===== src/rtl/core/darr_pkg.sv =====
// Shared types, constants and codes of the DNS A-record redirect responder.
package darr_pkg;

    // Request buffer size in bytes; bytes past it are dropped.
    localparam int BUFFER_BYTES = 512;
    // Request bytes held back until the header can be rewritten.
    localparam int HOLD_BYTES   = 17;
    localparam int HOLD_IDX_W   = $clog2(HOLD_BYTES);
    // Byte counter wide enough to hold the buffer size itself.
    localparam int IDX_W        = $clog2(BUFFER_BYTES + 1);
    // Most results that one request byte may cause.
    localparam int MAX_RESULTS  = 63;
    // Answer record length and the response length limit for appending one.
    localparam int ANSWER_BYTES = 16;
    localparam int ANS_SHIFT    = $clog2(ANSWER_BYTES);
    localparam int ANS_LIMIT    = BUFFER_BYTES - ANSWER_BYTES;
    // A-question counter saturates at this value.
    localparam int ANS_W        = 5;
    localparam int AQC_MAX      = 31;
    // Answer pairs that still fit in the result budget of one byte.
    localparam int RES_CAP_FLUSH = (MAX_RESULTS - 3) / 2;
    localparam int RES_CAP_OTHER = (MAX_RESULTS - 1) / 2;

    // Byte counts carried with each result word.
    localparam logic [3:0] CNT_WORD = 4'd8;
    localparam logic [3:0] CNT_BYTE = 4'd1;
    localparam logic [3:0] CNT_NONE = 4'd0;

    // Rewritten header flags: standard response, recursion available.
    localparam logic [7:0] FLAGS_HI = 8'h81;
    localparam logic [7:0] FLAGS_LO = 8'h80;

    // Answer record bytes: name pointer to offset 12, type A, class IN, TTL 60, length 4.
    localparam logic [7:0] PTR_HI   = 8'hC0;
    localparam logic [7:0] PTR_LO   = 8'h0C;
    localparam logic [7:0] TTL_LO   = 8'h3C;
    localparam logic [7:0] RDLEN_LO = 8'h04;
    localparam logic [63:0] ANS_WORD0 =
        {8'h00, 8'h00, 8'h01, 8'h00, 8'h01, 8'h00, PTR_LO, PTR_HI};
    localparam logic [31:0] ANS_WORD1_LO = {RDLEN_LO, 8'h00, TTL_LO, 8'h00};

    // Question type A.
    localparam logic [7:0] QTYPE_A_LO = 8'h01;

    // Request item.
    typedef struct packed {
        logic [7:0] in_byte;
        logic       in_last;
    } req_t;

    // Response item.
    typedef struct packed {
        logic [63:0] out_data;
        logic [3:0]  out_count;
        logic        out_error;
        logic        out_last;
    } rsp_t;

    // Question section walker phases.
    typedef enum logic [7:0] {
        PH_HEADER = 8'b0000_0001,
        PH_LEN    = 8'b0000_0010,
        PH_SKIP   = 8'b0000_0100,
        PH_QT_HI  = 8'b0000_1000,
        PH_QT_LO  = 8'b0001_0000,
        PH_QC_HI  = 8'b0010_0000,
        PH_QC_LO  = 8'b0100_0000,
        PH_DONE   = 8'b1000_0000
    } phase_t;

    // Result segments that the output sequencer walks through.
    typedef enum logic [7:0] {
        SEG_FLUSH0 = 8'b0000_0001,
        SEG_FLUSH1 = 8'b0000_0010,
        SEG_FLUSH2 = 8'b0000_0100,
        SEG_ECHO   = 8'b0000_1000,
        SEG_ERROR  = 8'b0001_0000,
        SEG_EMPTY  = 8'b0010_0000,
        SEG_ANS0   = 8'b0100_0000,
        SEG_ANS1   = 8'b1000_0000
    } seg_t;

    // Work that one request byte hands to the output sequencer.
    typedef struct packed {
        seg_t             first_seg;
        logic [7:0]       echo_byte;
        logic [ANS_W-1:0] answers;
        logic             ends;
    } job_t;

    // Held header bytes.
    typedef logic [HOLD_BYTES-1:0][7:0] hold_t;

endpackage


===== src/rtl/core/darr_parser.sv =====
// Request byte counter, header hold and question walker of the DNS responder.
module darr_parser (
    input  logic           clk,
    input  logic           rst_n,
    input  logic           accept,
    input  darr_pkg::req_t req,
    output logic           job_valid,
    output darr_pkg::job_t job,
    output darr_pkg::hold_t hold
);
    import darr_pkg::*;

    logic [IDX_W-1:0]  byte_index_reg, byte_index_next;
    logic [15:0]       question_total_reg, question_total_next;
    logic [15:0]       questions_parsed_reg, questions_parsed_next;
    phase_t            phase_reg, phase_next;
    logic [7:0]        skip_left_reg, skip_left_next;
    logic [7:0]        qtype_hi_reg, qtype_hi_next;
    logic [ANS_W-1:0]  aqc_reg, aqc_next;
    hold_t             hold_reg;

    logic              taken;
    logic [IDX_W-1:0]  pos;
    logic [IDX_W-1:0]  idx_after;
    logic              flush;
    logic              echo;
    logic              short_req;
    logic [IDX_W:0]    room;
    logic [IDX_W:0]    offset_cap;
    logic [IDX_W:0]    result_cap;
    logic [IDX_W:0]    aqc_wide;
    logic [IDX_W:0]    answer_cap;
    logic              more_questions;

    assign taken          = byte_index_reg < IDX_W'(BUFFER_BYTES);
    assign pos            = byte_index_reg;
    assign idx_after      = taken ? pos + IDX_W'(1) : pos;
    assign flush          = taken && (pos == IDX_W'(HOLD_BYTES - 1));
    assign echo           = taken && (pos >= IDX_W'(HOLD_BYTES));
    assign short_req      = idx_after < IDX_W'(HOLD_BYTES);
    assign more_questions = questions_parsed_reg < question_total_reg;

    // Walk the question section one byte at a time.
    always_comb
    begin
        byte_index_next       = byte_index_reg;
        question_total_next   = question_total_reg;
        questions_parsed_next = questions_parsed_reg;
        phase_next            = phase_reg;
        skip_left_next        = skip_left_reg;
        qtype_hi_next         = qtype_hi_reg;
        aqc_next              = aqc_reg;
        if (taken)
        begin
            byte_index_next = idx_after;
            unique case (phase_reg)
                PH_HEADER:
                begin
                    if (pos == IDX_W'(4))
                        question_total_next = {req.in_byte, 8'h00};
                    if (pos == IDX_W'(5))
                        question_total_next = {question_total_reg[15:8], req.in_byte};
                    if (pos == IDX_W'(11))
                        phase_next = more_questions ? PH_LEN : PH_DONE;
                end
                PH_LEN:
                begin
                    if (req.in_byte == 8'h00)
                        phase_next = PH_QT_HI;
                    else
                    begin
                        skip_left_next = req.in_byte;
                        phase_next     = PH_SKIP;
                    end
                end
                PH_SKIP:
                begin
                    skip_left_next = skip_left_reg - 8'd1;
                    if (skip_left_reg == 8'd1)
                        phase_next = PH_LEN;
                end
                PH_QT_HI:
                begin
                    qtype_hi_next = req.in_byte;
                    phase_next    = PH_QT_LO;
                end
                PH_QT_LO:
                begin
                    if (qtype_hi_reg == 8'h00 && req.in_byte == QTYPE_A_LO &&
                        aqc_reg < ANS_W'(AQC_MAX))
                        aqc_next = aqc_reg + ANS_W'(1);
                    questions_parsed_next = questions_parsed_reg + 16'd1;
                    phase_next            = PH_QC_HI;
                end
                PH_QC_HI:
                    phase_next = PH_QC_LO;
                PH_QC_LO:
                    phase_next = more_questions ? PH_LEN : PH_DONE;
                default:
                    phase_next = PH_DONE;
            endcase
        end
    end

    // Answers after the last byte: A questions, capped by room and budget.
    always_comb
    begin
        room = '0;
        if ({1'b0, idx_after} < (IDX_W + 1)'(ANS_LIMIT))
            room = (IDX_W + 1)'(ANS_LIMIT) - {1'b0, idx_after} +
                   (IDX_W + 1)'(ANSWER_BYTES - 1);
        offset_cap = room >> ANS_SHIFT;
        result_cap = flush ? (IDX_W + 1)'(RES_CAP_FLUSH) : (IDX_W + 1)'(RES_CAP_OTHER);
        aqc_wide   = (IDX_W + 1)'(aqc_next);
        answer_cap = aqc_wide;
        if (offset_cap < answer_cap)
            answer_cap = offset_cap;
        if (result_cap < answer_cap)
            answer_cap = result_cap;
    end

    // Describe the results of this byte for the output sequencer.
    always_comb
    begin
        job.echo_byte = req.in_byte;
        job.ends      = req.in_last;
        job.answers   = '0;
        if (req.in_last && !short_req)
            job.answers = answer_cap[ANS_W-1:0];
        if (req.in_last && short_req)
            job.first_seg = SEG_ERROR;
        else if (flush)
            job.first_seg = SEG_FLUSH0;
        else if (echo)
            job.first_seg = SEG_ECHO;
        else if (job.answers != '0)
            job.first_seg = SEG_ANS0;
        else
            job.first_seg = SEG_EMPTY;
        job_valid = flush || echo || req.in_last;
    end

    // Per-request state; the last byte returns it to its idle values.
    always_ff @(posedge clk or negedge rst_n)
    begin
        if (!rst_n)
        begin
            byte_index_reg       <= '0;
            question_total_reg   <= '0;
            questions_parsed_reg <= '0;
            phase_reg            <= PH_HEADER;
            skip_left_reg        <= '0;
            qtype_hi_reg         <= '0;
            aqc_reg              <= '0;
        end
        else if (accept)
        begin
            if (req.in_last)
            begin
                byte_index_reg       <= '0;
                question_total_reg   <= '0;
                questions_parsed_reg <= '0;
                phase_reg            <= PH_HEADER;
                skip_left_reg        <= '0;
                qtype_hi_reg         <= '0;
                aqc_reg              <= '0;
            end
            else
            begin
                byte_index_reg       <= byte_index_next;
                question_total_reg   <= question_total_next;
                questions_parsed_reg <= questions_parsed_next;
                phase_reg            <= phase_next;
                skip_left_reg        <= skip_left_next;
                qtype_hi_reg         <= qtype_hi_next;
                aqc_reg              <= aqc_next;
            end
        end
    end

    // Header bytes are kept until the rewritten header has been sent.
    always_ff @(posedge clk)
    begin
        if (accept && taken && pos < IDX_W'(HOLD_BYTES))
            hold_reg[pos[HOLD_IDX_W-1:0]] <= req.in_byte;
    end

    assign hold = hold_reg;

endmodule


===== src/rtl/core/dns_a_record_redirect_responder.sv =====
// Top level of the DNS A-record redirect responder: parser, output sequencer, result register.
//
// Request bytes enter one per cycle while req_stall is low; each echoed byte leaves as a
// 1-byte item through the sequencer and result registers. The 17th byte releases the
// rewritten header as three items (8, 8 and 1 bytes), so the byte after it is stalled until
// they have gone out. The last byte yields its own items (none, one, or three when it is the
// 17th byte) plus 2 items per appended answer, up to 63 items, or one empty item when that
// adds up to none. The single result register takes one item per cycle from the output
// sequencer unless rsp_stall holds it; while the sequencer still has items of an earlier byte
// to send, req_stall is high. A request shorter than 17 bytes yields one error item.
// redirect_ip may be written through cfg_wr_en/cfg_wr_data only while no request is in flight.
module dns_a_record_redirect_responder (
    input  logic           clk,
    input  logic           rst_n,
    input  logic           req_valid,
    output logic           req_stall,
    input  darr_pkg::req_t req,
    output logic           rsp_valid,
    input  logic           rsp_stall,
    output darr_pkg::rsp_t rsp,
    input  logic           cfg_wr_en,
    input  logic [31:0]    cfg_wr_data
);
    import darr_pkg::*;

    logic             accept;
    logic             new_job_valid;
    job_t             new_job;
    hold_t            hold;

    logic [31:0]      redirect_ip_reg;
    logic             job_active_reg, job_active_next;
    seg_t             seg_reg, seg_next, seg_step;
    logic [7:0]       echo_reg, echo_next;
    logic [ANS_W-1:0] left_reg, left_next, left_step;
    logic             ends_reg, ends_next;
    logic             rsp_valid_reg, rsp_valid_next;
    rsp_t             rsp_reg, rsp_next;

    logic             out_load;
    logic             job_finish;
    logic [63:0]      cur_data;
    logic [3:0]       cur_count;
    logic             cur_error;
    logic             cur_final;

    assign out_load   = !rsp_valid_reg || !rsp_stall;
    assign job_finish = job_active_reg && out_load && cur_final;
    assign req_stall  = job_active_reg && !job_finish;
    assign accept     = req_valid && !req_stall;

    darr_parser u_parser (
        .clk       (clk),
        .rst_n     (rst_n),
        .accept    (accept),
        .req       (req),
        .job_valid (new_job_valid),
        .job       (new_job),
        .hold      (hold)
    );

    // Result of the current segment and the segment that follows it.
    always_comb
    begin
        cur_data  = '0;
        cur_count = CNT_NONE;
        cur_error = 1'b0;
        cur_final = 1'b0;
        seg_step  = seg_reg;
        left_step = left_reg;
        unique case (seg_reg)
            SEG_FLUSH0:
            begin
                cur_data  = {hold[5], hold[4], hold[5], hold[4],
                             FLAGS_LO, FLAGS_HI, hold[1], hold[0]};
                cur_count = CNT_WORD;
                seg_step  = SEG_FLUSH1;
            end
            SEG_FLUSH1:
            begin
                cur_data  = {hold[15], hold[14], hold[13], hold[12], 32'h0};
                cur_count = CNT_WORD;
                seg_step  = SEG_FLUSH2;
            end
            SEG_FLUSH2:
            begin
                cur_data  = {56'h0, hold[16]};
                cur_count = CNT_BYTE;
                cur_final = (left_reg == '0);
                seg_step  = SEG_ANS0;
            end
            SEG_ECHO:
            begin
                cur_data  = {56'h0, echo_reg};
                cur_count = CNT_BYTE;
                cur_final = (left_reg == '0);
                seg_step  = SEG_ANS0;
            end
            SEG_ERROR:
            begin
                cur_error = 1'b1;
                cur_final = 1'b1;
            end
            SEG_EMPTY:
                cur_final = 1'b1;
            SEG_ANS0:
            begin
                cur_data  = ANS_WORD0;
                cur_count = CNT_WORD;
                seg_step  = SEG_ANS1;
            end
            SEG_ANS1:
            begin
                cur_data  = {redirect_ip_reg, ANS_WORD1_LO};
                cur_count = CNT_WORD;
                cur_final = (left_reg == ANS_W'(1));
                seg_step  = SEG_ANS0;
                left_step = left_reg - ANS_W'(1);
            end
            default:
                cur_final = 1'b1;
        endcase
    end

    // Sequencer: a new byte's work replaces the finished job in the same cycle.
    always_comb
    begin
        job_active_next = job_active_reg;
        seg_next        = seg_reg;
        echo_next       = echo_reg;
        left_next       = left_reg;
        ends_next       = ends_reg;
        if (accept && new_job_valid)
        begin
            job_active_next = 1'b1;
            seg_next        = new_job.first_seg;
            echo_next       = new_job.echo_byte;
            left_next       = new_job.answers;
            ends_next       = new_job.ends;
        end
        else if (job_finish)
            job_active_next = 1'b0;
        else if (job_active_reg && out_load)
        begin
            seg_next  = seg_step;
            left_next = left_step;
        end
    end

    // Result register.
    always_comb
    begin
        rsp_valid_next = rsp_valid_reg;
        rsp_next       = rsp_reg;
        if (out_load)
        begin
            rsp_valid_next     = job_active_reg;
            rsp_next.out_data  = cur_data;
            rsp_next.out_count = cur_count;
            rsp_next.out_error = cur_error;
            rsp_next.out_last  = ends_reg && cur_final;
        end
    end

    always_ff @(posedge clk or negedge rst_n)
    begin
        if (!rst_n)
        begin
            redirect_ip_reg <= '0;
            job_active_reg  <= 1'b0;
            seg_reg         <= SEG_EMPTY;
            rsp_valid_reg   <= 1'b0;
        end
        else
        begin
            if (cfg_wr_en)
                redirect_ip_reg <= cfg_wr_data;
            job_active_reg <= job_active_next;
            seg_reg        <= seg_next;
            rsp_valid_reg  <= rsp_valid_next;
        end
    end

    always_ff @(posedge clk)
    begin
        echo_reg <= echo_next;
        left_reg <= left_next;
        ends_reg <= ends_next;
        rsp_reg  <= rsp_next;
    end

    assign rsp_valid = rsp_valid_reg;
    assign rsp       = rsp_reg;

    // A second answer word always has a pair left to count down.
    a_ans1_has_pair: assert property (@(posedge clk) disable iff (!rst_n)
        job_active_reg && seg_reg == SEG_ANS1 |-> left_reg != '0)
        else $error("answer word sent with no answer pair left");

    // A blocked result register freezes the sequencer.
    a_seq_holds: assert property (@(posedge clk) disable iff (!rst_n)
        job_active_reg && !out_load |=> job_active_reg && $stable(seg_reg))
        else $error("sequencer advanced while the result register was blocked");

    // An error item stands alone and carries no bytes.
    a_error_alone: assert property (@(posedge clk) disable iff (!rst_n)
        rsp_valid && rsp.out_error |-> rsp.out_last && rsp.out_count == CNT_NONE)
        else $error("error item without last mark or with bytes");

    // Input is taken only when the sequencer has room for its work.
    a_no_overrun: assert property (@(posedge clk) disable iff (!rst_n)
        accept && new_job_valid |=> job_active_reg)
        else $error("accepted byte left no work in the sequencer");

endmodule


===== config.mk =====
export PLATFORM = sky130hd
export DESIGN_NAME = dns_a_record_redirect_responder
export DESIGN_NICKNAME = d
export VERILOG_FILES = /design/src/rtl/core/darr_pkg.sv /design/src/rtl/core/darr_parser.sv /design/src/rtl/core/dns_a_record_redirect_responder.sv
export SDC_FILE = /design/constraint.sdc
export NUM_CORES = 1
export LEC_CHECK = 0
export ABC_AREA = 1
export CAP_MARGIN = 40
export CORE_ASPECT_RATIO = 1.2
export CORE_MARGIN = 10
export CORE_UTILIZATION = 58
export DETAILED_ROUTE_END_ITERATION = 10
export DONT_BUFFER_PORTS = 1
export GPL_ROUTABILITY_DRIVEN = 0
export PLACE_DENSITY = 0.76
export REMOVE_ABC_BUFFERS = 1
export SETUP_SLACK_MARGIN = 0.5
export SLEW_MARGIN = 0
export SYNTH_ARGS = -nofsm -noshare
export SYNTH_HDL_FRONTEND = slang
export SYNTH_SLANG_ARGS = --single-unit

===== constraint.sdc =====
create_clock -name clk -period 3.3 [get_ports clk]
set_clock_uncertainty 0.2 [all_clocks]
set_input_delay 0.66 -clock clk [delete_from_list [all_inputs] [get_ports clk]]
set_output_delay 0.66 -clock clk [all_outputs]
set_load 0.1 [all_outputs]

Word level (Yosys, flattened, before mapping). Cells that the tools add are included.

Input port bits: 46. Word-level logic and storage cells: 186. Flip-flop bits (word level): 333.

Reductions and logical operators: 51. Multiplexer cells: 55. Order comparisons: 11. $add $sub $neg: 7. Equal/unequal tests: 26.

Operators by type and width (number): case mux 64 bit (6 select lines) (1); two-way mux 8 bit (18); bitwise mux 136 bit (1); two-way mux 16 bit (8); case mux 8 bit (7 select lines) (1); two-way mux 5 bit (10); demux 8 bit (select 5 bit) (1); == test 8 x 1 -> 1 bit, second input constant (4); case mux 8 bit (4 select lines) (1); two-way mux 10 bit (3); == test 10 x 3 -> 1 bit, second input constant (2); < comparator 10 x 5 -> 1 bit, second input constant (2); adder 16 x 1 -> 16 bit, second input constant (1); == test 8 x 2 -> 1 bit, second input constant (2); == test 8 x 3 -> 1 bit, second input constant (2); == test 8 x 4 -> 1 bit, second input constant (2); == test 8 x 5 -> 1 bit, second input constant (2); == test 8 x 7 -> 1 bit, second input constant (2); logical NOT 8 bit (2); < comparator 16 bit (1); case mux 8 bit (2 select lines) (1); nonzero test 2 bit (8); logical AND 1 bit (15); two-way mux 7 bit (2); 40 further kinds (58).

Longest topological paths before layout. Gate-level depths: netlist of the first run.

Depth after elaboration: 17. Mapped depth: 26. Mapped depth without buffers: 26.

Modules after synthesis. A second synthesis of the first run with hierarchy kept.

Cell total of the unflattened synthesis: 1310. Area, all modules: 14068.5 um2.

Modules (own cells, without submodules): darr_parser (cells each 799, seq. area each 5861.9 um2, times used 1, area an instance 8968.6 um2); dns_a_record_redirect_responder (cells each 511, seq. area each 3124.2 um2, times used 1, area an instance 5099.9 um2).

Least setup slack after synthesis of the first run. Ideal clock, no wire load.

Kind: register to register. Start point: reg rsp_valid_reg, in the netlist rsp_valid. End point: reg u_parser.hold_reg (netlist bit u_parser.hold[0]) (enable). Path slack: -1253 ps. Period minus slack after synthesis: 4553 ps. Setup time: 383 ps. Data arrival time: 3970 ps. Stages on the path, launching flop included: 10. Cells stage by stage: dfrtp_1 nand2_1 a21oi_4 nor2_8 nand2_4 clkinv_2 nand2_2 inv_1 nand2_2 nor3_1.

Longest elaborated chain between the ends: 10.

RTL lines: start: declaration (RTL line dns_a_record_redirect_responder.sv:37) `logic rsp_valid_reg, rsp_valid_next;`; start signal: assignment (RTL line dns_a_record_redirect_responder.sv:180) `rsp_valid_reg <= rsp_valid_next;`; logical NOT 1 bit (RTL line dns_a_record_redirect_responder.sv:47) `assign out_load = !rsp_valid_reg || !rsp_stall;`; logical OR 1 bit (RTL line dns_a_record_redirect_responder.sv:47); logical AND 1 bit (2 in series) (RTL line dns_a_record_redirect_responder.sv:48) `assign job_finish = job_active_reg && out_load && cur_final;`; logical NOT 1 bit (RTL line dns_a_record_redirect_responder.sv:49) `assign req_stall = job_active_reg && !job_finish;`; logical AND 1 bit (RTL line dns_a_record_redirect_responder.sv:49); named net req_stall (RTL line dns_a_record_redirect_responder.sv:16) `output logic req_stall,`; logical NOT 1 bit (RTL line dns_a_record_redirect_responder.sv:50) `assign accept = req_valid && !req_stall;`; logical AND 1 bit (RTL line dns_a_record_redirect_responder.sv:50); logical AND 1 bit (2 in series) (RTL line darr_parser.sv:184) `if (accept && taken && pos < IDX_W'(HOLD_BYTES))`; end signal: indexed assignment (RTL line darr_parser.sv:185) `hold_reg[pos[HOLD_IDX_W-1:0]] <= req.in_byte;`; end: declaration (RTL line darr_parser.sv:20) `hold_t hold_reg;`.

The timed path passes the listed nets, and every way through them passes these cells. A chain may end at the register's enable or synchronous reset.

Final worst setup path of the first run.
Start point: reg u_parser.aqc_reg[3]. End point: reg left_reg[0], data pin.

Longest elaborated chain between the ends: 11. Elaborated cells between the ends (all ways): 12.

RTL lines: start: declaration (RTL line darr_parser.sv:19) `logic [ANS_W-1:0] aqc_reg, aqc_next;`; start signal: assignment (RTL line darr_parser.sv:176) `aqc_reg <= aqc_next;`; < comparator 5 bit (RTL line darr_parser.sv:90) `aqc_reg < ANS_W'(AQC_MAX))`; logical AND 1 bit (RTL line darr_parser.sv:89) `if (qtype_hi_reg == 8'h00 && req.in_byte == QTYPE_A_LO &&`; two-way mux 5 bit (RTL line darr_parser.sv:89); two-way mux 5 bit (RTL line darr_parser.sv:56) `unique case (phase_reg)`; two-way mux 5 bit * (RTL line darr_parser.sv:53) `if (taken)`; < comparator 7 x 5 -> 1 bit (RTL line darr_parser.sv:116) `if (offset_cap < answer_cap)`; two-way mux 7 bit * (RTL line darr_parser.sv:116); < comparator 5 x 7 -> 1 bit (RTL line darr_parser.sv:118) `if (result_cap < answer_cap)`; two-way mux 5 bit * (RTL line darr_parser.sv:118); two-way mux 5 bit * (RTL line darr_parser.sv:128) `if (req.in_last && !short_req)`; two-way mux 5 bit * (RTL line dns_a_record_redirect_responder.sv:133) `if (accept && new_job_valid)`; named net left_next[0] (RTL line dns_a_record_redirect_responder.sv:35) `logic [ANS_W-1:0] left_reg, left_next, left_step;`; end signal: assignment (RTL line dns_a_record_redirect_responder.sv:187) `left_reg <= left_next;`; end: declaration (RTL line dns_a_record_redirect_responder.sv:35).

Mark *: on every way through the listed nets, which the timed path passes. The rest lies on a longest branch.

==> reports/results.tsv, run 1 <==
metric	value	unit
status	finished with violations	
violations	negative hold slack, negative setup slack	
hold-worst-slack	-0.431	ns
synth_edf_count	141	
num_vias	11200	
die_height	177	um
maxSlewHeadroom	0.0815	
initial_utilization	0.590	
grtUsageTotal	0.278	
ys_warn_count	0	
ant_nets	0	
finalWirelength	47600	um
port_buffers	0	
grt_max_degree	114	
powerDensity	851	mW/mm^2
hp-class	primary input to asynchronous set/reset pin	
cp_slowest_cell	dfrtp_1	
slew_viol_final	0	
rrSetupSlack	-0.80	ns
grt_pass1_vias	10300	
tightest_slew	1.36	ns
clock_sinks	254	
synthArstFlopShare	0.445	
antenna_found_initial	2	
die-width	151	um
fin_crit_sh	1.24	
synth_seq_cells	254	
setup_viol_count_final	11	
max_cap_violations	0	
synthCells	1212	
fin_nets	1462	
path_buf_inv	2	
crit_fanout	6	
path_clk_slew	0.09	ns
clockBufferDepth	3	
crit_path_start	u_parser.aqc_reg[3]$_DFFE_PN0P_	
path_cells	nand2_2 > nor3_4 > nor2_2 > nand3_4 > nor3_2 > xor2_1 > inv_1 > ha_1 > a21oi_4 > buf_4 > nand3b_1 > nand2_1 > nand2_1 > nor3_2 > nand2_1 > nand3_1 > nand2_1	
rows	57	
crit_path_start_kind	flop	
fmax	244	MHz
cp_common_cell	nand2_1	
syn-cell-area	0.0120	mm^2
htree_levels	1	
drc	0	
insertion_delay	0.58	ns
firstDrtPassIters	6	
fin_crit	4.10	ns
vias_per_cell	6.68	
critical_path.top_delay_family	simple AND/OR/NAND/NOR gates	
hpwl	21200	um
rsz0062_at_grt	true	
dp_cells	1546	
end_kind	flop	
stdcell_count	1671	
vdd_drop_max	0.910	mV
yosysTopAreaCellShare	0.353	
ys.flop_type	edfxtp_1	
arrival	4.20	ns
hold_viol_final	201	
critPathCapture	left_reg[0]$_DFFE_PP_	
die-area	0.0268	mm^2
leakage	6.98	nW
synthDistinctLibCells	52	
grt_pass1_wl	58200	um
ys_seq_area_frac	0.589	
drive_gt1_frac	0.310	
largest_reg_flops	72	
grt_overflow	0	
drt_iter0_drc	1599	
area_growth	36.7	%
fin_ws	-0.796	ns
cts_root_buf	clkbuf_16	
yosysTopAreaCell	edfxtp_1	
worst-r2r-cell-count	17	
numCtsBuffers	25	
criticalPathCategory	flop to flop	
timing.rr.end	left_reg[0]$_DFFE_PP_	
worstSetupPathDepth	17	
tritoncts	built	
core_area	0.0203	mm^2
num_io_pins	118	
ys_top_cells_by_area	edfxtp_1, dfrtp_1, nand2_1	
slowest_delay	0.54	ns
required	3.41	ns
synth_area_per_cell	9.89	um^2
pre_cts_ws	-0.263	ns
rr_startpoint	u_parser.aqc_reg[3]$_DFFE_PN0P_	
wl_per_cell	28.5	um
## timing repair
item,in CTS,in global routing
hold endpoints to repair,113,118
gates cloned,4,4
gates resized for setup,151,201
endpoints found under the setup margin,154,172
buffers inserted,35,29
pin swaps,39,48
## synth_stat cells, drive strengths merged, types with 10 or more instances
cell type,count
a21oi,21
nor3,27
xor2,19
nand4,16
ha,30
o22ai,10
dfrtp,111
clkbuf,20
nor2,78
o211ai,34
nand2,290
inv,168
edfxtp,141
o31ai,15
buf,27
o21ai,113
nand3,55
## routing by layer
layer / vias up / GRT usage / wire (um)
met2: 1105 / 0.489 / 22500
li1: 4406 / - / -
met5: - / 0 / 56
met4: 4 / 0.145 / 4810
met1: 5220 / 0.312 / 14400
met3: 426 / 0.0522 / 5840
## logic make-up after synthesis
group	after synthesis	share of synthesized area
AOI/OAI and AO/OA	204	0.111
xor gates and xnor gates	25	0.0183
adders and majority gates	30	0.0313
buffers and inverters	217	0.0763
DFF	254	0.589
other	1	0.000313
and+or+nand+nor	481	0.173
## power breakdown
part,internal (mW),total [mW],leakage (nW),switching (mW)
clock network,1.62,2.99,0.381,1.37
logic,2.10,5.99,3.74,3.89
registers,4.07,4.98,2.86,0.905
## final cells by class
| class | count | area [um^2] |
|---|---|---|
| diodes | 1 | 2.50 |
| clock buffers | 39 | 698 |
| clock inverters | 7 | 91.3 |
| fillers | 931 | 3940 |
| inverters | 170 | 683 |
| multi-input cells | 759 | 5210 |
| flip-flops and latches | 254 | 7070 |
| well taps | 265 | 332 |
| repair buffers | 176 | 2300 |
## layout by cell type (no fill, tap or decap), types with 12 or more instances in the layout
cell / instances
nor2_4: 14
nand2_1: 227
o211ai_1: 33
o21ai_2: 44
dfrtp_1: 107
ha_1: 26
nand2_4: 24
nand3_1: 44
conb_1: 13
inv_2: 12
xor2_1: 18
nor2_1: 53
buf_4: 89
buf_6: 27
clkbuf_1: 12
inv_1: 149
nor3_1: 15
o21ai_0: 47
nand2_2: 30
a21oi_1: 17
buf_16: 31
nand4_1: 16
nand2_8: 13
o21ai_1: 15
clkbuf_16: 28
edfxtp_1: 141
buf_8: 18
## how the worst min path moves through the flow
stage / startpoint / to / slack (ns) / depth (start not counted)
5_1_grt: rst_n / redirect_ip_reg[26]$_DFFE_PN0P_ / -0.44 / 0
3_5_place_dp: rst_n / redirect_ip_reg[16]$_DFFE_PN0P_ / 0.17 / 0
6_report: rst_n / u_parser.aqc_reg[3]$_DFFE_PN0P_ / -0.43 / 0
4_1_cts: rst_n / redirect_ip_reg[25]$_DFFE_PN0P_ / -0.40 / 0
3_3_place_gp: rst_n / redirect_ip_reg[0]$_DFFE_PN0P_ / 0.17 / 0
2_1_floorplan: rst_n / job_active_reg$_DFFE_PN0P_ / 0.16 / 0
## metrics by stage
stage	total power [mW]	cell area (um^2)	TNS, ns	hold WS (ns)	utilization
2_1_floorplan	7.67	11800	-180.79	0.164	-
3_3_place_gp	8.26	12600	-0.322	0.169	0.619
3_5_place_dp	9.38	13600	-0.862	0.170	0.667
4_1_cts	12.8	15300	0	-0.398	0.750
5_1_grt	14.2	16400	-4.13	-0.437	0.806
6_report	13.9	16400	-4.47	-0.431	0.806
## worst reg2reg max path, stage by stage, from the launching register on
cell      delay, ns
dfrtp_1        0.54
nand2_2        0.21
nor3_4         0.09
nor2_2         0.20
nand3_4        0.21
nor3_2         0.53
xor2_1         0.32
inv_1          0.10
ha_1           0.26
a21oi_4        0.21
buf_4          0.19
nand3b_1       0.13
nand2_1        0.12
nand2_1        0.09
nor3_2         0.17
nand2_1        0.08
nand3_1        0.09
nand2_1        0.08
(Power assumes the default switching activity.)
==> run 2, diff against run 1 <==
--- a/config.mk
+++ b/config.mk
@@ -9,11 +9,11 @@
 export CAP_MARGIN = 40
 export CORE_ASPECT_RATIO = 1.2
 export CORE_MARGIN = 10
-export CORE_UTILIZATION = 58
+export CORE_UTILIZATION = 64
 export DETAILED_ROUTE_END_ITERATION = 10
 export DONT_BUFFER_PORTS = 1
 export GPL_ROUTABILITY_DRIVEN = 0
-export PLACE_DENSITY = 0.76
+export PLACE_DENSITY = 0.8
 export REMOVE_ABC_BUFFERS = 1
 export SETUP_SLACK_MARGIN = 0.5
 export SLEW_MARGIN = 0
==> constraint.sdc (replaced) <==
create_clock -name clk -period 4.2 [get_ports clk]
set_clock_uncertainty 0.2 [all_clocks]
set_input_delay 0.84 -clock clk [delete_from_list [all_inputs] [get_ports clk]]
set_output_delay 0.84 -clock clk [all_outputs]
set_load 0.1 [all_outputs]
==> run 2 against run 1 <==
  * The flow now finishes without violations
  * Worst hold slack improved by 0.46 ns
  * Non-clock buffer count down 110
  * Global-route usage is 0.53 points lower
  * Flip-flop and latch count is the same
  * Utilization decreased by 3.0 points
  * Highest routed layer unchanged
==> reports/results.tsv, run 2 (same netlist as run 1, synthesis figures left out) <==
metric	value	unit	change
comb_power_share	0.369		-0.060
fmax	267	MHz	
met1_usage	0.324		+0.0115
criticalPathCategory	flop to output port		
required	3.16	ns	-0.25 ns
num_io_pins	118		unchanged
initial_utilization	0.655		+0.0649
critical_path.top_delay_family	simple AND/OR/NAND/NOR gates		
rows	54		-5.3%
grtUsageTotal	0.273		-0.00533
status	finished, final reports clean		
grt_use_met2	0.482		-0.00744
area_growth	18.7	%	
grt_overflow	0		unchanged
maxSlewHeadroom	0.400		+0.319
path_buf_inv	2		unchanged
sw_frac_of_total	0.427		-0.0144
htree_levels	1		unchanged
p_clk_frac	0.238		+0.024
grt_pass1_wl	53800	um	-7.6%
final_common_cell	nand2_1		
hp-class	primary input to asynchronous set/reset pin		
p_switching	4.26	mW	-31%
grt_pass1_vias	9289		-9.7%
fin_crit_sh	0.891		
drive_gt1_frac	0.129		-0.181
arrival	2.70	ns	-1.50 ns
grt_util_met3	0.0523		about the same
crit_path_start_kind	flop		
finalWirelength	36900	um	-23%
grt_busiest_layer	met2		
fin_crit	3.74	ns	
die-area	0.0246	mm^2	-8.3%
slew_viol_final	0		unchanged
cellInternalPower	5.70	mW	-27%
clockBufferDepth	3		unchanged
tritoncts	built		
hold-worst-slack	0.0258	ns	+0.456 ns
clock_sinks	254		unchanged
tightest_slew	0.902	ns	-0.462 ns
cts_root_buf	clkbuf_16		
core_area	0.0183	mm^2	-9.9%
fin_area	0.0142	mm^2	-13%
antenna_cells	0		-1
hpwl	21000	um	-0.77%
vias_per_cell	6.28		-6.0%
die-width	145	um	-4.2%
placed_area	0.0131	mm^2	-3.1%
cp_slowest_cell	dfrtp_1		
layout_common_cells	nand2_1, inv_1, edfxtp_1		
rsz0062_at_grt	true		
path_cells	nor2_2 > nand3_2 > nor4_2 > buf_4 > nor2_2 > nand3_1 > nand2_2 > a21oi_4 > buf_8		
drt_iter0_drc	1276		-20%
seq_power_share	0.393		+0.036
die_height	170	um	-4.3%
vdd_drop_max	0.507	mV	-44%
leakage	6.04	nW	-13%
powerDensity	700	mW/mm^2	-18%
drc	0		unchanged
firstDrtPassIters	7		+1
insertion_delay	0.54	ns	-0.04 ns
grt_max_degree	114		unchanged
cp_common_cell	nor2_2		
numCtsBuffers	25		unchanged
wl_per_cell	23.9	um	-16%
ant_nets	0		unchanged
slowest_delay	0.45	ns	-0.09 ns
fin_nets	1346		-7.9%
crit_fanout	9		+3
finalSetupTns	0	ns	+4.47 ns
antenna_found_initial	1		-1
max_cap_violations	0		unchanged
largest_reg_flops	72		unchanged
hold_viol_final	0		-100%
end_kind	output port		
num_vias	9671		-13%
setup_viol_count_final	0		-11
path_clk_slew	0.07	ns	-0.02 ns
port_buffers	0		unchanged
run 2: changes by cell type in the layout (fill, tap and decap cells not counted), moves of 23 or more:
cell	delta
o21ai_0	+31
o21ai_2	-26
nand2_1	+52
buf_4	-70
nand2_2	-23
buf_6	-27
run 2: stage by stage:
step / power [mW] / setup slack (ns) / utilization / instances
after floorplan: 6.02 / -0.480 / - / 1177
after global placement: 6.42 / 0.317 / 0.667 / 1446
after detailed placement: 7.25 / 0.246 / 0.717 / 1484
after CTS: 9.63 / 0.503 / 0.764 / 1531
after global routing: 10.3 / 0.432 / 0.777 / 1541
final: 9.96 / 0.458 / 0.777 / 1541
run 2: routing by layer:
layer	vias to the layer above	share of wire
li1	4153	-
met1	4594	0.34
met2	766	0.50
met3	156	0.11
met4	2	0.046
met5	-	0.00019
run 2: cell type report:
type | instances | area, um^2
repair buffers | 66 | 1280
multi-input cells | 753 | 4090
inverters | 170 | 646
clock inverters | 12 | 140
well taps | 252 | 315
clock buffers | 34 | 689
fillers | 1016 | 4090
flip-flops and latches | 254 | 7070
run 2: what timing repair did:
item,4_1_cts,5_1_grt
hold buffers,1,0
gates resized for setup,1,18
endpoints found under the setup margin,1,24
pin swaps,0,1
endpoints found under the hold margin,113,0
setup buffers,0,4
run 2: worst reg2reg max path, delay by kind of cell, from the launching register on:
family	cells	cell delay, ns
buffers and inverters	3	0.53
and+or+nand+nor	10	1.78
DFF	1	0.45
AOI/OAI and AO/OA	2	0.35
run 2: power groups by stage:
stage | clock network [mW] | logic [mW] | registers (mW)
floorplan | 0 | 1.12 | 4.90
global placement | 0 | 1.49 | 4.94
detailed placement | 0 | 3.19 | 4.06
finish | 2.37 | 3.67 | 3.92
CTS | 2.31 | 3.29 | 4.03
global route | 2.46 | 3.85 | 3.95
run 2: path summary, 6_finish.rpt:
kind	start	to	slack, ns	cells past startpoint
setup / recovery	seg_reg[4]$_DFFE_PN0P_	req_stall	0.46	9
hold / removal	rst_n	redirect_ip_reg[23]$_DFFE_PN0P_	0.03	1
setup reg to reg	seg_reg[4]$_DFFE_PN0P_	u_parser.hold[8]$_DFFE_PP_	0.52	15
hold reg to reg	u_parser.question_total_reg[15]$_DFFE_PN0P_	u_parser.question_total_reg[15]$_DFFE_PN0P_	0.28	2
max in group asynchronous	rst_n	u_parser.byte_index_reg[0]$_DFFE_PN0P_	3.24	1
min in group clk	req[6]	u_parser.hold[133]$_DFFE_PP_	0.19	0
